`src/design/npcm_pkg.sv`:
```
`default_nettype none

package npcm_pkg;

	// Palette depth and fixed-point precision of the XYZ coefficients.
	localparam int PALETTE_DEPTH  = 256;
	localparam int COEF_FRAC_BITS = 16;

	// A load item can address 256 slots, so the chain never needs more cells.
	localparam int NCELL = (PALETTE_DEPTH < 256) ? PALETTE_DEPTH : 256;

	// Field widths.
	localparam int CH_W   = 8;
	localparam int IDX_W  = 8;
	localparam int CODE_W = 8;
	localparam int CNT_W  = 9;
	localparam int DIST_W = 36;

	// Derived arithmetic widths. An XYZ component stays below 2^(COEF_FRAC_BITS+1).
	localparam int COEF_W = COEF_FRAC_BITS;
	localparam int ACC_W  = COEF_W + 10;
	localparam int XYZ_W  = COEF_FRAC_BITS + 1;
	localparam int SQ_W   = 2 * XYZ_W;
	localparam int SUM_W  = SQ_W + 2;

	// Input item as it arrives on the item channel.
	typedef struct packed {
		logic              mode;
		logic [IDX_W-1:0]  entry_index;
		logic [CODE_W-1:0] entry_code;
		logic [CH_W-1:0]   red;
		logic [CH_W-1:0]   green;
		logic [CH_W-1:0]   blue;
		logic [CH_W-1:0]   alpha;
	} item_t;

	// Result item as it leaves on the result channel.
	typedef struct packed {
		logic [CODE_W-1:0] color_code;
		logic [IDX_W-1:0]  best_index;
		logic [DIST_W-1:0] best_distance;
		logic              no_entries;
	} result_t;

	// Beat that travels down the cell chain: a load or a pixel with its running best.
	typedef struct packed {
		logic              load;
		logic              skip;
		logic              noent;
		logic [IDX_W-1:0]  idx;
		logic [CODE_W-1:0] code;
		logic [CH_W-1:0]   red;
		logic [CH_W-1:0]   green;
		logic [CH_W-1:0]   blue;
		logic [XYZ_W-1:0]  cx;
		logic [XYZ_W-1:0]  cy;
		logic [XYZ_W-1:0]  cz;
		logic [SUM_W-1:0]  best_dist;
		logic [IDX_W-1:0]  best_idx;
		logic [CODE_W-1:0] best_code;
	} beat_t;

	// Palette entry held inside one cell.
	typedef struct packed {
		logic [CH_W-1:0]   red;
		logic [CH_W-1:0]   green;
		logic [CH_W-1:0]   blue;
		logic [CODE_W-1:0] code;
		logic [XYZ_W-1:0]  cx;
		logic [XYZ_W-1:0]  cy;
		logic [XYZ_W-1:0]  cz;
	} entry_t;

	// Coefficient in millionths rounded half up to COEF_FRAC_BITS fraction bits.
	function automatic logic [COEF_W-1:0] coef_fix(input longint unsigned micro);
		return COEF_W'(((micro << COEF_FRAC_BITS) + 64'd500000) / 64'd1000000);
	endfunction

	// RGB to XYZ matrix, row-major X, Y, Z.
	localparam logic [COEF_W-1:0] COEF [9] = '{
		coef_fix(64'd412453), coef_fix(64'd357580), coef_fix(64'd180423),
		coef_fix(64'd212671), coef_fix(64'd715160), coef_fix(64'd72169),
		coef_fix(64'd19334),  coef_fix(64'd119193), coef_fix(64'd950227)
	};

	// One XYZ component: weighted channel sum shifted right by 8.
	function automatic logic [XYZ_W-1:0] xyz_row(
		input logic [CH_W-1:0]   r,
		input logic [CH_W-1:0]   g,
		input logic [CH_W-1:0]   b,
		input logic [COEF_W-1:0] k0,
		input logic [COEF_W-1:0] k1,
		input logic [COEF_W-1:0] k2
	);
		logic [ACC_W-1:0] acc;
		acc = ACC_W'(k0) * ACC_W'(r) + ACC_W'(k1) * ACC_W'(g) + ACC_W'(k2) * ACC_W'(b);
		return XYZ_W'(acc >> 8);
	endfunction

endpackage

`default_nettype wire

```
`src/design/npcm_cell.sv`:
```
`default_nettype none

module npcm_cell import npcm_pkg::*; (
	input  wire logic             clk,
	input  wire logic             arst_n,
	input  wire logic             advance,
	input  wire logic             color_space,
	input  wire logic [CNT_W-1:0] palette_count,
	input  wire logic [IDX_W-1:0] cell_idx,
	input  wire logic             in_vld,
	input  wire beat_t            in_beat,
	output logic                  out_vld,
	output beat_t                 out_beat
);

	entry_t            entry_q;
	logic              vld_s1;
	beat_t             beat_s1;
	logic [SQ_W-1:0]   sq_s1 [3];
	logic [CODE_W-1:0] code_s1;
	logic [XYZ_W-1:0]  pa [3];
	logic [XYZ_W-1:0]  pb [3];
	logic [XYZ_W-1:0]  dif [3];
	logic [SQ_W-1:0]   sq [3];
	logic [SUM_W-1:0]  sum;
	logic              in_range;
	logic              take;
	beat_t             beat_d;
	logic              vld_q;
	beat_t             beat_q;

	// A load beat whose slot matches this cell replaces the stored entry.
	always_ff @(posedge clk) begin
		if (advance && in_vld && in_beat.load && (in_beat.idx == cell_idx)) begin
			entry_q.red   <= in_beat.red;
			entry_q.green <= in_beat.green;
			entry_q.blue  <= in_beat.blue;
			entry_q.code  <= in_beat.code;
			entry_q.cx    <= in_beat.cx;
			entry_q.cy    <= in_beat.cy;
			entry_q.cz    <= in_beat.cz;
		end
	end

	// Pick the operands of the active space and square their differences.
	always_comb begin
		pa[0] = color_space ? in_beat.cx : XYZ_W'(in_beat.red);
		pa[1] = color_space ? in_beat.cy : XYZ_W'(in_beat.green);
		pa[2] = color_space ? in_beat.cz : XYZ_W'(in_beat.blue);
		pb[0] = color_space ? entry_q.cx : XYZ_W'(entry_q.red);
		pb[1] = color_space ? entry_q.cy : XYZ_W'(entry_q.green);
		pb[2] = color_space ? entry_q.cz : XYZ_W'(entry_q.blue);
		for (int k = 0; k < 3; k++) begin
			dif[k] = (pa[k] > pb[k]) ? (pa[k] - pb[k]) : (pb[k] - pa[k]);
			sq[k]  = SQ_W'(dif[k]) * SQ_W'(dif[k]);
		end
	end

	// First stage valid.
	always_ff @(posedge clk or negedge arst_n) begin
		if (!arst_n) begin
			vld_s1 <= 1'b0;
		end else if (advance) begin
			vld_s1 <= in_vld;
		end
	end

	// First stage payload; the code is sampled with the colors it belongs to.
	always_ff @(posedge clk) begin
		if (advance) begin
			beat_s1 <= in_beat;
			sq_s1   <= sq;
			code_s1 <= entry_q.code;
		end
	end

	// Sum the squares and keep this entry if it is in range and either strictly nearer or the first cell.
	always_comb begin
		sum      = SUM_W'(sq_s1[0]) + SUM_W'(sq_s1[1]) + SUM_W'(sq_s1[2]);
		in_range = {1'b0, cell_idx} < palette_count;
		take     = !beat_s1.load && !beat_s1.skip && in_range &&
			((cell_idx == '0) || (sum < beat_s1.best_dist));
		beat_d   = beat_s1;
		if (take) begin
			beat_d.best_dist = sum;
			beat_d.best_idx  = cell_idx;
			beat_d.best_code = code_s1;
		end
	end

	// Hand-off register to the next cell.
	always_ff @(posedge clk or negedge arst_n) begin
		if (!arst_n) begin
			vld_q <= 1'b0;
		end else if (advance) begin
			vld_q <= vld_s1;
		end
	end

	always_ff @(posedge clk) begin
		if (advance) begin
			beat_q <= beat_d;
		end
	end

	assign out_vld  = vld_q;
	assign out_beat = beat_q;

endmodule

`default_nettype wire

```
`config.mk`:
```
export PLATFORM = sky130hd
export DESIGN_NAME = npcm_cell
export DESIGN_NICKNAME = d
export VERILOG_FILES = /design/src/design/npcm_pkg.sv /design/src/design/npcm_cell.sv
export SDC_FILE = /design/constraint.sdc
export NUM_CORES = 2
export LEC_CHECK = 0
export BUFFER_PORTS_ARGS = -buffer_cell sky130_fd_sc_hd__buf_2
export CORE_ASPECT_RATIO = 1.75
export CORE_UTILIZATION = 55
export CTS_BUF_LIST = sky130_fd_sc_hd__clkbuf_4 sky130_fd_sc_hd__clkbuf_8
export DETAILED_ROUTE_END_ITERATION = 16
export PLACE_DENSITY = 0.8
export SYNTH_ARGS = -nofsm -noshare
export SYNTH_HDL_FRONTEND = slang
export SYNTH_SLANG_ARGS = --single-unit
```
`constraint.sdc`:
```
create_clock -name clk -period 8.4 [get_ports clk]
set_input_delay 0.42 -clock clk [delete_from_list [all_inputs] [get_ports clk]]
set_output_delay 0.42 -clock clk [all_outputs]
set_load 0.005 [all_outputs]
```
# After elaboration in Yosys (flattened, before gate mapping)
# Index checks and enable logic that the tools add are counted.
# totals
register_bits,487
input_bits,168
output_inout_bits,147
word_cells,78
# classes
add_sub_neg,8
n_mul,3
n_lt_le_gt_ge,5
eq_ne,1
n_mux,10
reduce_logical,10
# ops
operator,n
$mux 17,9
$mul 17x17->34,3
$sub 17x17->17,6
$mux 52,1
$gt 17x17->1,3
$add 35x34->36,1
$lt 36x36->1,1
$add 34x34->35,1
$lt 8x9->1,1
$eq 8x8->1,1
$logic_not 8->1,1
$logic_and 1x1->1,6
$logic_not 1->1,2
$logic_or 1x1->1,1

# Logic depth before layout (Yosys ltp)
# depth
ltp_word,6
mapped_depth,41
ltp_nobuf,38

# Worst setup path after synthesis
# No wires, ideal clock.
# synth_path
kind,input-to-reg
start,in color_space
end,"reg sq_s1[33] (netlist bit), data pin"
setup_time_ns,0.264
t_arrival_ns,9.543
required_time_ns,8.136
slack_ns,-1.407
path_stages,37
path_buffers,4
path_cell_list,clkbuf_1 -> buf_1 -> mux2i_1 -> inv_1 -> ha_1 -> buf_2 -> a211oi_1 -> nand3_1 -> o21a_1 -> a21o_1 -> and2_4 -> a21oi_4 -> mux2_2 -> a31oi_2 -> xnor2_2 -> buf_2 -> nand2_1 -> fa_1 -> fa_1 -> fa_1 -> inv_1 -> fa_1 -> fa_1 -> inv_1 -> fa_1 -> inv_1 -> ha_1 -> a211o_1 -> a21oi_1 -> nand3b_1 -> a31o_2 -> a311o_1 -> a21oi_2 -> o21ai_1 -> a2111oi_2 -> o31ai_1 -> xnor2_1
# synth_lines
element,line,rtl
start: declaration,npcm_cell.sv:7,"input wire logic color_space,"
end signal: assignment,npcm_cell.sv:72,sq_s1 <= sq;
end: declaration,npcm_cell.sv:19,logic [SQ_W-1:0] sq_s1 [3];

==> summary.txt <==
Status
  • Status: finished with violations
  • Violated checks: negative setup slack

Flow run
  • Max-cap violations: 0

Cells and area
  • Fill cells: 5,875
  • Synthesis-to-layout area growth: 29.4%
  • Area occupied by multi-input gates: 31,900 um^2
  • Nets: between 7,000 and 8,000
  • Final cell count without fillers: about 7,100
  • Layout cell share with drive strength beyond 1: 30.8%
  • Post-Route Utilization: between 70% and 80%
  • Storage element area: 14,500 um^2

Worst setup path
  • Worst R2R Setup Slack: -0.17 ns
  • Critical path's largest stage delay: 0.61 ns
  • FF-to-FF Start: entry_q[21]
  • Critical path required time: 8.88 ns
  • Slowest CP cell: fa_2
  • WP data arrival: 9.05 ns
  • Worst R2R End: sq_s1[65]
  • Critical Path Start Type: input port
  • CP Class: input port to flip-flop
  • Max FO, Critical Path: 8
  • Top cell by count, worst path: fa_1
  • R2R cell count: 34
  • CP endpoint kind: flip-flop

Timing
  • Final hold violations: 0
  • Fin crit share: 102%
  • Unrepaired setup endpoints after global routing: true
  • Slew margin rel.: between 30% and 40%
  • F_max: 0.117 GHz
  • Worst slew pin tran: 0.921 ns
  • Final worst clock skew: 0.0489 ns
  • Crit path time final: 8.57 ns
  • Slew Viols, Final: 0
  • Min Hold Slack: between 0.05 and 0.06 ns
  • Final setup viols: 9
  • Final setup margin: -0.170 ns

Logic synthesis
  • Post-synth EDFFs: 482
  • Post-synthesis simple-gate area fraction: 8.20%
  • YS warnings: 0
  • Sequential fraction of the synthesis area: 29.8%
  • Compound-Gate Fraction of Synth Area: 8.00%
  • Mapped Avg Cell Area: 10.7 um^2
  • Post-Synth Adder-Cell Area: between 30% and 40%
  • Xor and xnor area share after synthesis: 4.02%
  • Synth cell types: 100
  • Yosys reg bits: 484
  • Async set-reset flop share out of synthesis: 0.413%
  • Largest family of logic cells by synthesized area: adder cells
  • Mapped Cells: ~4,600
  • Top FF cell, synth: edfxtp_1
  • Proportion of synthesized area in mux cells: 3.08%
  • Synthesized area: 48,800 um^2

Clock tree
  • Depth of the CTS H-tree: 3
  • Clk pin slew, worst setup/hold paths: 0.07 ns
  • CTS tree: yes
  • CTS root buffer: clkbuf_8
  • Bufs on Longest Clock Path: 3
  • Clock sinks: 484
  • Num CTS Buffers: 73
  • Worst-skew pair later-pin latency: roughly 0.75 ns

Floorplanning
  • Core area: 87,900 um^2
  • Die footprint: 89,900 um^2
  • DIE WIDTH: ~230 um
  • Die Ht: 396 um
  • Row cnt: roughly 140
  • # IOs: ~320
  • Starting density of the core: 55.5%

Routing
  • Vias/cell: 5.40
  • Routed len/inst: 19.6 um
  • Wirelength, routed: about 140,000 um
  • Via Count: 38,124
  • Drt drc: 0
  • DRT iter0 DRCs: ~2,200
  • Antenna-violating nets left: 0
  • Drt first pass iters: 7

Global routing
  • GR Overflow Total: 0
  • Initial antenna violation count: 6
  • Vias in the first global route: 41,573
  • First-pass GRT wire length: 211,000 um
  • GRT Overall Usage: 30.7%
  • Largest net degree at the start of global routing: roughly 150

Place
  • Placed Cells: ~6,700
  • DP HPWL: 107,000 um
  • GPL Wtd Cong: between 0.9 and 1
  • Pre-CTS WS: -1.02 ns
  • I/O Buffers: about 310

Worst hold path
  • Hold Crit Endpoint: beat_d[92]
  • Hold wc startpoint: in_beat[92]
  • Hold path depth: 1
  • Hold Path Class: input port to flip-flop
[layout by cell type (no fill, tap or decap), drive strengths merged, types with 92 or more instances in the layout]
cell type,count
inv,1014
clkbuf,98
a21o,109
fa,612
a21oi,200
buf,1180
o21ai,92
ha,496
dlygate4sd3,140
xnor2,144
nand2,333
edfxtp,482
nor2,307
[worst max-delay path by stage]
stage               depth (start not counted)  slack [ns]         start         to
floorplan                                  38       -0.31   color_space  sq_s1[33]
global placement                           38       -0.83   color_space  sq_s1[67]
detailed placement                         38       -1.02   color_space  sq_s1[67]
CTS                                        35       -0.08    entry_q[5]  sq_s1[33]
global route                               36       -0.53    entry_q[5]  sq_s1[31]
finish                                     37       -0.17  in_beat[115]  sq_s1[65]
[area by class of cell]
type                       instances  area share, %
antenna                            3         0.0119
clock buffer                      98           1.92
clock inverter                    34          0.497
inverter                        1019           6.11
multi-input combinational       2940           50.5
sequential                       484           23.0
tap                             1168           2.31
timing repair buffer            1320           15.6
[synth_stat cells (all sizes together) (53+ instances only)]
cell type  number  share of area, %
a21o          109               1.7
a21oi         200               2.1
buf            78              0.90
edfxtp        482                30
fa            612                25
ha            496                13
inv          1013               7.8
mux2           61               1.4
mux2i          80               1.7
nand2         333               2.6
nand2b         53              0.68
nor2          307               2.4
o21ai          92              0.95
xnor2         144               2.8
xor2           55               1.1
[critical path, delay by kind of cell]
| kind | cells | cell delay, ns |
|---|---|---|
| fa+ha+maj | 8 | 3.81 |
| compound gates | 12 | 2.20 |
| buf+inv | 10 | 1.50 |
| mux | 2 | 0.48 |
| simple gates | 3 | 0.34 |
| xor+xnor | 2 | 0.27 |
[routing by layer]
layer / share of wire, % / vias to the layer above / global-route usage (%)
met5: 0.0072 / - / 0
met4: 7.6 / 2 / 20.8
met3: 6.2 / 579 / 4.93
met2: 53 / 1523 / 56.1
met1: 34 / 18755 / 31.7
li1: - / 17265 / -
[state kept, by name, indices dropped and copies added, names as in the netlist]
name / count
beat_d: 94
beat_s1: 52
code_s1: 8
entry_q: 83
out_beat: 146
out_vld: 1
sq_s1: 99
vld_s1: 1
[logic make-up (layout without fill, tap and decap cells)]
logic type / after synthesis / after routing
AO/OA/AOI/OAI: 593 / 593
XOR/XNOR: 201 / 201
adder cells (fa/ha/maj): 1108 / 1108
buffers and inverters: 1137 / 2471
flip-flops: 484 / 484
multiplexers: 141 / 141
other: 2 / 6
AND/OR/NAND/NOR: 894 / 894
[per-stage QoR]
stage | cell area, um^2 | TNS [ns]
floorplan | 49400 | -1.71
global placement | 57700 | -25.32
detailed placement | 57700 | -33.53
CTS | 61600 | -0.447
global route | 63100 | -8.03
finish | 63100 | -0.816
[repair_timing]
item                                    4_1_cts  5_1_grt
endpoints found under the hold margin       212        0
buffers inserted                             40       53
endpoints found under the setup margin       34       48
pin swaps                                    72      149
resized for setup                           134      291
cloned                                        1        0
hold buffers                                140        0
Power is left out: the tool's default activity adds up to more than one toggle a clock period on the data nets, which glitch-free logic cannot reach.
