==> src/design/npcm_pkg.sv <==
`default_nettype none

package npcm_pkg;

	// Palette depth and fixed-point precision of the XYZ coefficients.
	localparam int PALETTE_DEPTH  = 256;
	localparam int COEF_FRAC_BITS = 16;

	// A load item can address 256 slots, so the chain never needs more cells.
	localparam int NCELL = (PALETTE_DEPTH < 256) ? PALETTE_DEPTH : 256;

	// Field widths.
	localparam int CH_W   = 8;
	localparam int IDX_W  = 8;
	localparam int CODE_W = 8;
	localparam int CNT_W  = 9;
	localparam int DIST_W = 36;

	// Derived arithmetic widths. An XYZ component stays below 2^(COEF_FRAC_BITS+1).
	localparam int COEF_W = COEF_FRAC_BITS;
	localparam int ACC_W  = COEF_W + 10;
	localparam int XYZ_W  = COEF_FRAC_BITS + 1;
	localparam int SQ_W   = 2 * XYZ_W;
	localparam int SUM_W  = SQ_W + 2;

	// Input item as it arrives on the item channel.
	typedef struct packed {
		logic              mode;
		logic [IDX_W-1:0]  entry_index;
		logic [CODE_W-1:0] entry_code;
		logic [CH_W-1:0]   red;
		logic [CH_W-1:0]   green;
		logic [CH_W-1:0]   blue;
		logic [CH_W-1:0]   alpha;
	} item_t;

	// Result item as it leaves on the result channel.
	typedef struct packed {
		logic [CODE_W-1:0] color_code;
		logic [IDX_W-1:0]  best_index;
		logic [DIST_W-1:0] best_distance;
		logic              no_entries;
	} result_t;

	// Beat that travels down the cell chain: a load or a pixel with its running best.
	typedef struct packed {
		logic              load;
		logic              skip;
		logic              noent;
		logic [IDX_W-1:0]  idx;
		logic [CODE_W-1:0] code;
		logic [CH_W-1:0]   red;
		logic [CH_W-1:0]   green;
		logic [CH_W-1:0]   blue;
		logic [XYZ_W-1:0]  cx;
		logic [XYZ_W-1:0]  cy;
		logic [XYZ_W-1:0]  cz;
		logic [SUM_W-1:0]  best_dist;
		logic [IDX_W-1:0]  best_idx;
		logic [CODE_W-1:0] best_code;
	} beat_t;

	// Palette entry held inside one cell.
	typedef struct packed {
		logic [CH_W-1:0]   red;
		logic [CH_W-1:0]   green;
		logic [CH_W-1:0]   blue;
		logic [CODE_W-1:0] code;
		logic [XYZ_W-1:0]  cx;
		logic [XYZ_W-1:0]  cy;
		logic [XYZ_W-1:0]  cz;
	} entry_t;

	// Coefficient in millionths rounded half up to COEF_FRAC_BITS fraction bits.
	function automatic logic [COEF_W-1:0] coef_fix(input longint unsigned micro);
		return COEF_W'(((micro << COEF_FRAC_BITS) + 64'd500000) / 64'd1000000);
	endfunction

	// RGB to XYZ matrix, row-major X, Y, Z.
	localparam logic [COEF_W-1:0] COEF [9] = '{
		coef_fix(64'd412453), coef_fix(64'd357580), coef_fix(64'd180423),
		coef_fix(64'd212671), coef_fix(64'd715160), coef_fix(64'd72169),
		coef_fix(64'd19334),  coef_fix(64'd119193), coef_fix(64'd950227)
	};

	// One XYZ component: weighted channel sum shifted right by 8.
	function automatic logic [XYZ_W-1:0] xyz_row(
		input logic [CH_W-1:0]   r,
		input logic [CH_W-1:0]   g,
		input logic [CH_W-1:0]   b,
		input logic [COEF_W-1:0] k0,
		input logic [COEF_W-1:0] k1,
		input logic [COEF_W-1:0] k2
	);
		logic [ACC_W-1:0] acc;
		acc = ACC_W'(k0) * ACC_W'(r) + ACC_W'(k1) * ACC_W'(g) + ACC_W'(k2) * ACC_W'(b);
		return XYZ_W'(acc >> 8);
	endfunction

endpackage

`default_nettype wire

==> src/design/npcm_xyz.sv <==
`default_nettype none

module npcm_xyz import npcm_pkg::*; (
	input  wire logic             clk,
	input  wire logic             arst_n,
	input  wire logic             advance,
	input  wire logic [CNT_W-1:0] palette_count,
	input  wire logic             item_valid,
	input  wire item_t            item,
	output logic                  beat_vld,
	output beat_t                 beat
);

	beat_t beat_d;
	logic  vld_q;
	beat_t beat_q;

	// Convert the color to XYZ and seed the running best for a pixel.
	always_comb begin
		beat_d           = '0;
		beat_d.load      = !item.mode;
		beat_d.skip      = item.mode && ((item.alpha == '0) || (palette_count == '0));
		beat_d.noent     = item.mode && (item.alpha != '0) && (palette_count == '0);
		beat_d.idx       = item.entry_index;
		beat_d.code      = item.entry_code;
		beat_d.red       = item.red;
		beat_d.green     = item.green;
		beat_d.blue      = item.blue;
		beat_d.cx        = xyz_row(item.red, item.green, item.blue, COEF[0], COEF[1], COEF[2]);
		beat_d.cy        = xyz_row(item.red, item.green, item.blue, COEF[3], COEF[4], COEF[5]);
		beat_d.cz        = xyz_row(item.red, item.green, item.blue, COEF[6], COEF[7], COEF[8]);
		beat_d.best_dist = '0;
		beat_d.best_idx  = '0;
		beat_d.best_code = '0;
	end

	// Beat valid flag.
	always_ff @(posedge clk or negedge arst_n) begin
		if (!arst_n) begin
			vld_q <= 1'b0;
		end else if (advance) begin
			vld_q <= item_valid;
		end
	end

	// Beat payload.
	always_ff @(posedge clk) begin
		if (advance) begin
			beat_q <= beat_d;
		end
	end

	assign beat_vld = vld_q;
	assign beat     = beat_q;

endmodule

`default_nettype wire

==> config.mk <==
export PLATFORM = sky130hd
export DESIGN_NAME = npcm_xyz
export DESIGN_NICKNAME = d
export VERILOG_FILES = /design/src/design/npcm_pkg.sv /design/src/design/npcm_xyz.sv
export SDC_FILE = /design/constraint.sdc
export NUM_CORES = 1
export LEC_CHECK = 0
export BUFFER_PORTS_ARGS = -buffer_cell sky130_fd_sc_hd__buf_2
export CAP_MARGIN = 15
export CORE_UTILIZATION = 25
export DETAILED_ROUTE_END_ITERATION = 10
export PLACE_DENSITY_LB_ADDON = 0.05
export SYNTH_ARGS = -nofsm -noshare
export SYNTH_HDL_FRONTEND = slang
export SYNTH_SLANG_ARGS = --single-unit
==> constraint.sdc <==
create_clock -name clk -period 1 [get_ports clk]
set_clock_uncertainty 0.05 [all_clocks]
set_input_delay 0.2 -clock clk [delete_from_list [all_inputs] [get_ports clk]]
set_output_delay 0.2 -clock clk [all_outputs]
set_load 0.005 [all_outputs]
; ---- Word level (Yosys, flattened, before mapping)
; Index checks and enable logic that the tools add are counted.
[word_totals]
register_bits = 95
latchBits = 0
ram_bits = 0
romBits = 0
in_bits = 62
out_inout_bits = 147
wordCells = 35
mem_count = 0
[classes]
add_sub_neg = 6
multipliers = 9
n_div = 0
magnitude_cmp = 0
n_eq_ne = 0
shift = 0
muxes = 0
bitwise = 0
n_reduce_logical = 8
[op_table]
columns = op, count
row1 = 22-bit by 24-bit adder with 25-bit output, 2
row2 = "15-bit by 8-bit multiplier with 23-bit output, first input constant", 2
row3 = "13-bit by 8-bit multiplier with 21-bit output, first input constant", 2
row4 = 24-bit by 22-bit adder with 25-bit output, 1
row5 = 25-bit by 21-bit adder with 25-bit output, 1
row6 = 23-bit by 23-bit adder with 24-bit output, 1
row7 = "16-bit by 8-bit multiplier with 24-bit output, first input constant", 1
row8 = 19-bit by 21-bit adder with 22-bit output, 1
row9 = "14-bit by 8-bit multiplier with 22-bit output, first input constant", 1
row10 = "12-bit by 8-bit multiplier with 20-bit output, first input constant", 1
row11 = "11-bit by 8-bit multiplier with 19-bit output, first input constant", 1
row12 = "10-bit by 8-bit multiplier with 18-bit output, first input constant", 1
row13 = 9-bit logical NOT, 1
row14 = 8-bit logical NOT, 1
row15 = 8-bit nonzero test, 1
row16 = 1-bit logical AND, 3
row17 = 1-bit logical NOT, 1
row18 = 1-bit logical OR, 1

; ---- Longest topological paths before layout
; Gate-level depths: netlist (run 1).
[logic_depth]
ltp_word = 3
mapped_depth = 34
ltp_nobuf = 34

; ---- Worst setup path before layout (run 1)
; Ideal clock, no wire load.
[synth_path]
path_kind = in2reg
startpoint = in item[29] (netlist bit)
endpoint = reg beat_q, in the netlist beat[85] (data pin)
setup_ps = 258
t_arrival_ps = 8006
t_required_ps = 692
setup_slack_ps = -7314
cell_stages = 34
cell_sequence = fa_1 > inv_1 > fa_1 > inv_1 > fa_1 > inv_1 > fa_1 > inv_1 > ha_1 > a21o_1 > a21oi_1 > a21bo_2 > a21o_1 > a21oi_1 > xnor2_1 > ha_1 > inv_1 > fa_1 > inv_1 > fa_1 > fa_1 > inv_1 > fa_1 > inv_1 > ha_1 > a21o_1 > a21o_1 > a21oi_1 > o21ai_1 > o21a_1 > o31a_1 > or3_1 > a31oi_1 > xnor2_1
[synth_rtl]
columns = item, line_no
row1 = from (decl), npcm_xyz.sv:9  ; input wire item_t item,
row2 = to (signal assigned), npcm_xyz.sv:49  ; beat_q <= beat_d;
row3 = to (decl), npcm_xyz.sv:16  ; beat_t beat_q;

==> results.yml, run 1 <==
yosys:
  synth_cell_types: 59
  synth_cells: 1963
  synth_mux_area_frac: 0.002092
  synth_xor_area_frac: 0.04480
  syn_area_per_cell_um2: 10.36
  ys_ff_latch: 95
  yosysWarningCount: 0
  synth_top_family_by_area: "adder cells"
  yosys.area_share.simple: 0.04917
  synth_top_flop_cell: "edfxtp_1"
  synth_area_um2: 20330
  synth_edf_count: 94
  synth_fa_ha_area_frac: 0.5732
  synth-seq-area-share: 0.1401
  synthArstFlopShare: 0.01053
  synth_compound_area_frac: 0.07194
floorplan:
  die_area_um2: 82470
  die_h_um: 287.2
  chipWidth_um: 287.2
  rows: 104
  design.core.area_um2: 80550
  initial_utilization: 0.2524
  io_pins: 209
global_route:
  grt_start_max_net_pins: 43
  grt_pass1_wl_um: 104700
  track_usage: 0.1729
  grt_pass1_vias: 17660
  antenna_found_initial: 0
  grt-ovfl-total: 0
routing:
  dr_total_vias: 15820
  first_iter_violations: 497
  detail_route.drc_violations: 0
  ant_nets: 0
  drt_first_pass_iters: 4
  vias_per_cell: 4.160
  wire_per_inst_um: 18.01
  drt-total-wl_um: 68490
sta:
  relSlewSlack: 0.6191
  period_minus_slack_ns: 7.841
  hold_viol: 0
  finalSetupTns_ns: -276.50
  fmax_ghz: 0.1275
  post-route-period-util: 7.841
  rsz0062_at_grt: "true"
  slew_viol_final: 0
  worst_pin_slew_ns: 0.5673
  fin_ws_ns: -6.841
  setup_viol: 146
clock_tree:
  cts_root_buf: "clkbuf_16"
  cts.sinks: 95
  htreeDepth: 3
  cts_tree: "built"
  insertion_delay_ns: 0.40
  cts.path.max_buffers: 2
  clk_pin_slew_worst_paths_ns: 0.09
  numCtsBuffers: 9
placement:
  place_ws_ns: -7.631
  gp_congestion: 0.8511
  hpwlAfterDp_um: 60810
  place.port_buffers: 156
worst_setup_path:
  start_kind: "input port"
  critPathKind: "input port to register"
  path_buf_inv: 9
  critPathTopFamily: "adder cells"
  endpoint_kind: "register"
  crit_fanout: 2
  worst_ep_required_time_ns: 1.12
  cp.arrival_ns: 7.96
  slowest_delay_ns: 0.55
  critical_path.most_common_cell: "fa_1"
  cp_slowest_cell: "fa_1"
outcome:
  status: "finished, violations left"
  violations: "setup timing"
layout:
  final_layout_size_suffix_gt1_frac: 0.3935
  areaGrowthSynthToFinish_pct: 46.65
  utilization: 0.3702
  finalNetCount: 3545
job:
  maxCapViolCount: 0
hold_path:
  hp-class: "input port to asynchronous set/reset pin"
==> layout make-up <==
type	count	area (um2)
Fill cell	8130	50730
Multi-Input combinational cell	1329	17350
Timing Repair Buffer	764	5938
Sequential cell	95	2848
Inverter	538	2036
Tap cell	1060	1326
Clock buffer	10	239.0
Clock inverter	6	76.32
Antenna cell	1	2.502
==> synth_stat cells (10+ instances only) <==
master	n	area (um2)
edfxtp_1	94	2823
nor3_1	29	145.1
or2_2	10	62.56
a21oi_1	73	365.4
nor2_1	55	206.5
o21a_1	19	142.6
a211oi_1	12	90.09
o21bai_1	11	82.58
xnor2_1	71	621.9
nand2_1	30	112.6
fa_1	309	6186
xor2_1	33	289.0
and3_1	10	62.56
o21ai_0	21	105.1
a21o_1	38	285.3
ha_1	437	5468
buf_4	52	390.4
nand3_1	22	110.1
inv_1	538	2019
==> metrics by stage <==
step | cell area (um2) | hold WS, ns | std cells
after CTS | 29220 | 0.005788 | 3783
after detailed placement | 27180 | -0.07145 | 3711
final | 29810 | 0.04555 | 3803
after floorplan | 21360 | -0.1456 | 2014
after global routing | 29810 | 0.03392 | 3802
after global placement | 27180 | -0.07529 | 3711
==> worst paths after layout <==
path	startpoint	endpoint	slack, ns	cells past startpoint
max reg2reg	beat_vld	beat_vld	0.20	1
min reg2reg	beat_vld	beat_vld	0.48	1
min	arst_n	beat_vld	0.05	2
max in group asynchronous	arst_n	beat_vld	0.77	2
max	item[30]	beat[85]	-6.84	35
min in group clk	item[48]	beat[144]	0.06	3
==> layer usage <==
metal  vias up  track usage  part of all wire
met5         -            0                 0
met4         0      0.04721             0.024
met2       149       0.2999              0.50
met3        48      0.01952             0.020
met1      7892       0.2260              0.46
li1       7730            -                 -
==> registers in the layout (all words and copies together) (netlist names) <==
register / count
beat_vld: 1
beat: 94
==> cell families after synthesis <==
logic type	count (synthesis)
adder cells (fa/ha/maj)	746
buffers and inverters	590
AO/OA/AOI/OAI	221
AND/OR/NAND/NOR	202
XOR/XNOR	104
flip-flops	95
multiplexers	4
other	1
==> placed cells by master, fill, tap and decap left out, drive strengths merged, types with 38 or more instances in the layout <==
cell type  Yosys  final
xnor2         71     71
edfxtp        94     94
a21o          38     38
inv          538    540
ha           437    437
buf           52    745
a21oi         73     73
conb           1     52
fa           309    309
nor2          55     55
==> repair_timing <==
| action | 4_1_cts | 5_1_grt |
|---|---|---|
| pin swaps | 174 | 115 |
| hold endpoints to repair | 18 | 0 |
| hold buffers | 18 | 0 |
| gates resized for setup | 250 | 103 |
| buffers inserted | 49 | 27 |
| cloned | 0 | 0 |
| setup endpoints to repair | 146 | 146 |
Power of run 1 is left out: the tool's default activity adds up to more than one toggle a clock period on the data nets, which glitch-free logic cannot reach.
==> run 2, diff against run 1 <==
- PLACE_DENSITY_LB_ADDON: 0.05 -> unset
==> run 2 against run 1 <==
Compared with the run above: the run still ends with setup timing left; cell area down 2.0%; maximum frequency increased by 1.4%; routed wire length is 12% lower; global-route usage is 2.2 points lower.
==> results.yml, run 2 (same netlist as run 1, synthesis figures left out) <==
hold_path:
  whs_path_depth: 2
  holdPathEnd: "beat[122]"
  hp-class: "input port to register"
  worstHoldStart: "item[27]"
routing:
  dr_total_vias: 15810
  detail_route.drc_violations: 0
  drt_first_pass_iters: 5
  drt-total-wl_um: 60490
  first_iter_violations: 665
  vias_per_cell: 4.186
  wire_per_inst_um: 16.01
  ant_nets: 0
clock_tree:
  numCtsBuffers: 9
  insertion_delay_ns: 0.41
  cts_tree: "built"
  cts_root_buf: "clkbuf_16"
  clk_pin_slew_worst_paths_ns: 0.10
  htreeDepth: 3
  cts.sinks: 95
  cts.path.max_buffers: 2
global_route:
  grt_start_max_net_pins: 38
  grt-ovfl-total: 0
  antenna_found_initial: 2
  grt_pass1_wl_um: 93020
  track_usage: 0.1513
  grt_pass1_vias: 16630
layout:
  multi_input_comb_area_um2: 17020
  largest_reg_flops: 94
  antenna_cells: 0
  fillers: 8048
  seq_area_um2: 2848
  areaGrowthSynthToFinish_pct: 43.76
  finalNetCount: 3521
  finalInstanceArea_um2: 29230
  final_layout_size_suffix_gt1_frac: 0.3679
  layout_commonest_cell: "buf_4"
  final_cell_mix: "buf_4, inv_1, ha_1, fa_1, buf_2"
worst_setup_path:
  cp_slowest_cell: "fa_1"
  worst_ep_required_time_ns: 1.14
  reg2regPathDepth: 1
  critical_path.most_common_cell: "fa_1"
  r2r-end: "beat_vld"
  critPathKind: "input port to register"
  reg2reg_from: "beat_vld"
  start_kind: "input port"
  crit_fanout: 3
  endpoint_kind: "register"
  r2r_slack_ns: 0.21
  slowest_delay_ns: 0.54
  cp.arrival_ns: 7.87
floorplan:
  die_h_um: 287.2
  io_pins: 209
  die_area_um2: 82470
  design.core.area_um2: 80550
  initial_utilization: 0.2524
  chipWidth_um: 287.2
  rows: 104
sta:
  fmax_ghz: 0.1293
  slew_viol_final: 0
  period_minus_slack_ns: 7.736
  hold_viol: 0
  setup_viol: 146
  worst_pin_slew_ns: 0.6137
  post-route-period-util: 7.736
  fin_ws_ns: -6.736
  relSlewSlack: 0.5879
  rsz0062_at_grt: "true"
placement:
  gp_congestion: 0.9555
  place.port_buffers: 156
  place_area_um2: 26940
  hpwlAfterDp_um: 52130
outcome:
  violations: "setup timing"
  status: "finished, violations left"
job:
  maxCapViolCount: 0
## run 2: worst max path at each step
stage / start / end / slack (ns)
after detailed placement: item[31] / beat[85] / -7.49
after global routing: item[30] / beat[85] / -6.96
after global placement: item[31] / beat[85] / -7.43
after CTS: item[29] / beat[85] / -6.74
final: item[30] / beat[85] / -6.74
after floorplan: item[31] / beat[85] / -7.02
## run 2: final cells by class
class	instances	share of cell area
clock buffers	9	0.007705
clock inverters	7	0.002783
inverters	538	0.06956
multi-input cells	1329	0.5822
flip-flops and latches	95	0.09743
well taps	1060	0.04538
repair buffers	740	0.1949
## run 2: critical path: cells and delay by family
family                     cells  cell delay [ns]
adders and majority gates     11             4.55
AOI/OAI and AO/OA              8             1.58
and+or+nand+nor                4             0.68
buffers and inverters         10             0.64
xor gates and xnor gates       2             0.23
## run 2: what timing repair did
action | 4_1_cts | 5_1_grt
hold buffers | 21 | 0
pin swaps | 146 | 114
endpoints found under the setup margin | 146 | 146
gates cloned | 0 | 0
endpoints found under the hold margin | 21 | 0
setup buffers | 56 | 30
gates resized for setup | 181 | 92
## run 2: per-layer routing
metal	part of all wire	GRT usage	up-vias
met5	0.00013	0	-
met2	0.50	0.2624	247
met1	0.44	0.1921	7825
met4	0.024	0.04362	2
li1	-	-	7679
met3	0.039	0.02492	61
## run 2: stage by stage
stage | utilization | worst slack [ns] | instances | TNS (ns) | hold WS, ns
4_1_cts | 0.3563 | -6.738 | 3762 | -287.87 | 0.02308
3_5_place_dp | 0.3345 | -7.486 | 3679 | -294.51 | -0.07398
2_1_floorplan | - | -7.024 | 2014 | -251.16 | -0.1456
6_report | 0.3629 | -6.736 | 3778 | -287.14 | 0.03107
5_1_grt | 0.3629 | -6.958 | 3778 | -299.99 | 0.02500
3_3_place_gp | 0.3345 | -7.435 | 3679 | -292.63 | -0.07469
Power of run 2 is left out for the same reason.
==> run 3, diff against run 2 <==
- ABC_AREA: unset -> 1
- RECOVER_POWER: unset -> 25
==> run 3 against run 2 <==
Compared with the run above: the flow finishes with violations (DRC, setup timing); synthesized area up 11%; clock-buffer cell count stayed put; via count up 23%; flip-flop and latch count is the same; critical endpoint is now beat[84]; largest cell class unchanged.
==> results.yml, run 3 <==
yosys:
  synth_area_um2: 22500
  synth_xor_area_frac: 0.03386
  synth.top_cells.by_count: "inv_1, ha_1, nand2_1, fa_1, a21oi_1"
  yosys.area_share.simple: 0.1329
  synth-seq-area-share: 0.1265
  synth_mux_area_frac: 0.0005004
  synth_edf_count: 94
  synth_fa_ha_area_frac: 0.5178
  yosysMostFrequentCell: "inv_1"
  synthArstFlopShare: 0.01053
  ys_ff_latch: 95
  synth_cell_types: 41
  yosys-top-cells-area: "fa_1, ha_1, edfxtp_1, inv_1, nand2_1"
  synth_area_leader_cell: "fa_1"
  synth_top_area_share: 0.2749
  synth_cells: 2568
  synth_compound_area_frac: 0.06377
  syn_area_per_cell_um2: 8.763
  yosysWarningCount: 0
  synth_top_family_by_area: "adder cells"
  synth_top_flop_cell: "edfxtp_1"
layout:
  antenna_cells: 0
  layout_commonest_cell: "buf_4"
  areaGrowthSynthToFinish_pct: 48.34
  final_cell_mix: "buf_4, inv_1, ha_1, nand2_1, fa_1"
  finalNetCount: 4192
  final_layout_size_suffix_gt1_frac: 0.3924
  largest_reg_flops: 94
sta:
  rsz0062_at_grt: "true"
  post-route-period-util: 6.669
  slew_viol_final: 0
  period_minus_slack_ns: 6.669
  timing.hold.ws_ns: 0.03921
  fmax_ghz: 0.1500
  hold_viol: 0
  fin_ws_ns: -5.669
  worst_pin_slew_ns: 0.6137
  relSlewSlack: 0.5909
  setup_viol: 146
clock_tree:
  cts_root_buf: "clkbuf_16"
  cts.sinks: 95
  cts.path.max_buffers: 2
  clk_pin_slew_worst_paths_ns: 0.09
  cts_tree: "built"
  numCtsBuffers: 9
  insertion_delay_ns: 0.41
  htreeDepth: 3
worst_setup_path:
  crit_start: "item[29]"
  r2r-end: "beat_vld"
  start_kind: "input port"
  endpoint_kind: "register"
  slowest_delay_ns: 0.55
  r2r_slack_ns: 0.21
  critical_path.most_common_cell: "fa_1"
  cp_slowest_cell: "fa_1"
  reg2regPathDepth: 1
  cp.arrival_ns: 6.80
  critPathKind: "input port to register"
  reg2reg_from: "beat_vld"
  worst_ep_required_time_ns: 1.13
  crit_fanout: 4
floorplan:
  rows: 109
  io_pins: 209
  chipWidth_um: 302.0
  initial_utilization: 0.2535
  die_h_um: 302.0
  die_area_um2: 91220
  design.core.area_um2: 88780
hold_path:
  whs_path_depth: 1
  worstHoldStart: "item[26]"
  holdPathEnd: "beat[121]"
  hp-class: "input port to register"
routing:
  vias_per_cell: 4.269
  detail_route.drc_violations: 5
  wire_per_inst_um: 16.35
  ant_nets: 0
  drt-total-wl_um: 74450
  drt_first_pass_iters: 8
  first_iter_violations: 851
  dr_total_vias: 19440
placement:
  hpwlAfterDp_um: 63840
  place_ws_ns: -6.332
  gp_congestion: 0.9303
  place.port_buffers: 156
global_route:
  grt_pass1_vias: 20700
  track_usage: 0.1685
  grt-ovfl-total: 0
  antenna_found_initial: 3
  grt_pass1_wl_um: 116800
  grt_start_max_net_pins: 30
outcome:
  status: "finished, violations left"
  violations: "DRC, setup timing"
job:
  maxCapViolCount: 0
## run 3: cell types whose count changed in the layout (fill, tap and decap cells not counted), sizes merged, moves of 16 or more
cell	previous run	this run
buf	719	765
o21ai	31	54
nand4	3	33
inv	541	642
xnor2	71	35
xor2	33	52
a21o	38	15
nor2	55	129
nand2	30	392
clkbuf	9	25
a21oi	73	136
nand3	22	99
## run 3: kinds of logic after synthesis
family,after synthesis
buffers and inverters,694
adders and majority gates,746
and+or+nand+nor,693
DFF,95
other,1
muxes,1
AOI/OAI and AO/OA,251
xor gates and xnor gates,87
## run 3: cell type report
class / instances / area, um2
inverters: 642 / 2431
repair buffers: 806 / 6162
clock inverters: 7 / 91.34
well taps: 1165 / 1458
fillers: 8726 / 55400
flip-flops and latches: 95 / 2848
multi-input cells: 1830 / 20170
clock buffers: 9 / 225.2
## run 3: worst max path at each step
stage / end / slack [ns] / cells after the start
after floorplan: beat[82] / -5.79 / 33
after global placement: beat[81] / -6.33 / 31
after detailed placement: beat[84] / -6.33 / 35
after CTS: beat[84] / -5.67 / 35
after global routing: beat[84] / -6.00 / 32
final: beat[84] / -5.67 / 31
## run 3: worst max-delay path: cells and delay by family
kind | cells | cell delay, ns
AOI/OAI and AO/OA | 1 | 0.13
and+or+nand+nor | 7 | 0.82
buffers and inverters | 12 | 0.97
adders and majority gates | 10 | 4.54
xor gates and xnor gates | 1 | 0.16
## run 3: layer usage
metal | wire, um | share of wire | up-vias | GRT usage
met3 | 3275 | 0.044 | 62 | 0.02758
li1 | - | - | 9640 | -
met2 | 36550 | 0.49 | 311 | 0.2888
met5 | 15 | 0.00020 | - | 0
met1 | 33150 | 0.45 | 9422 | 0.2217
met4 | 1471 | 0.020 | 4 | 0.03680
## run 3: per-stage QoR
stage	utilization	std cells	TNS (ns)	instance area, um2
detailed placement	0.3377	4437	-282.54	29980
CTS	0.3654	4537	-265.83	32440
global route	0.3760	4554	-281.21	33380
global placement	0.3377	4437	-282.92	29980
finish	0.3760	4554	-265.07	33380
floorplan	-	2619	-240.60	23920
## run 3: timing repair
action                                  4_1_cts  5_1_grt
pin swaps                                   232      198
buffers inserted                             62       22
hold buffers                                 25        0
endpoints found under the setup margin      146      146
gates resized for setup                     343      208
endpoints found under the hold margin        25        0
Power of run 3 is left out for the same reason.
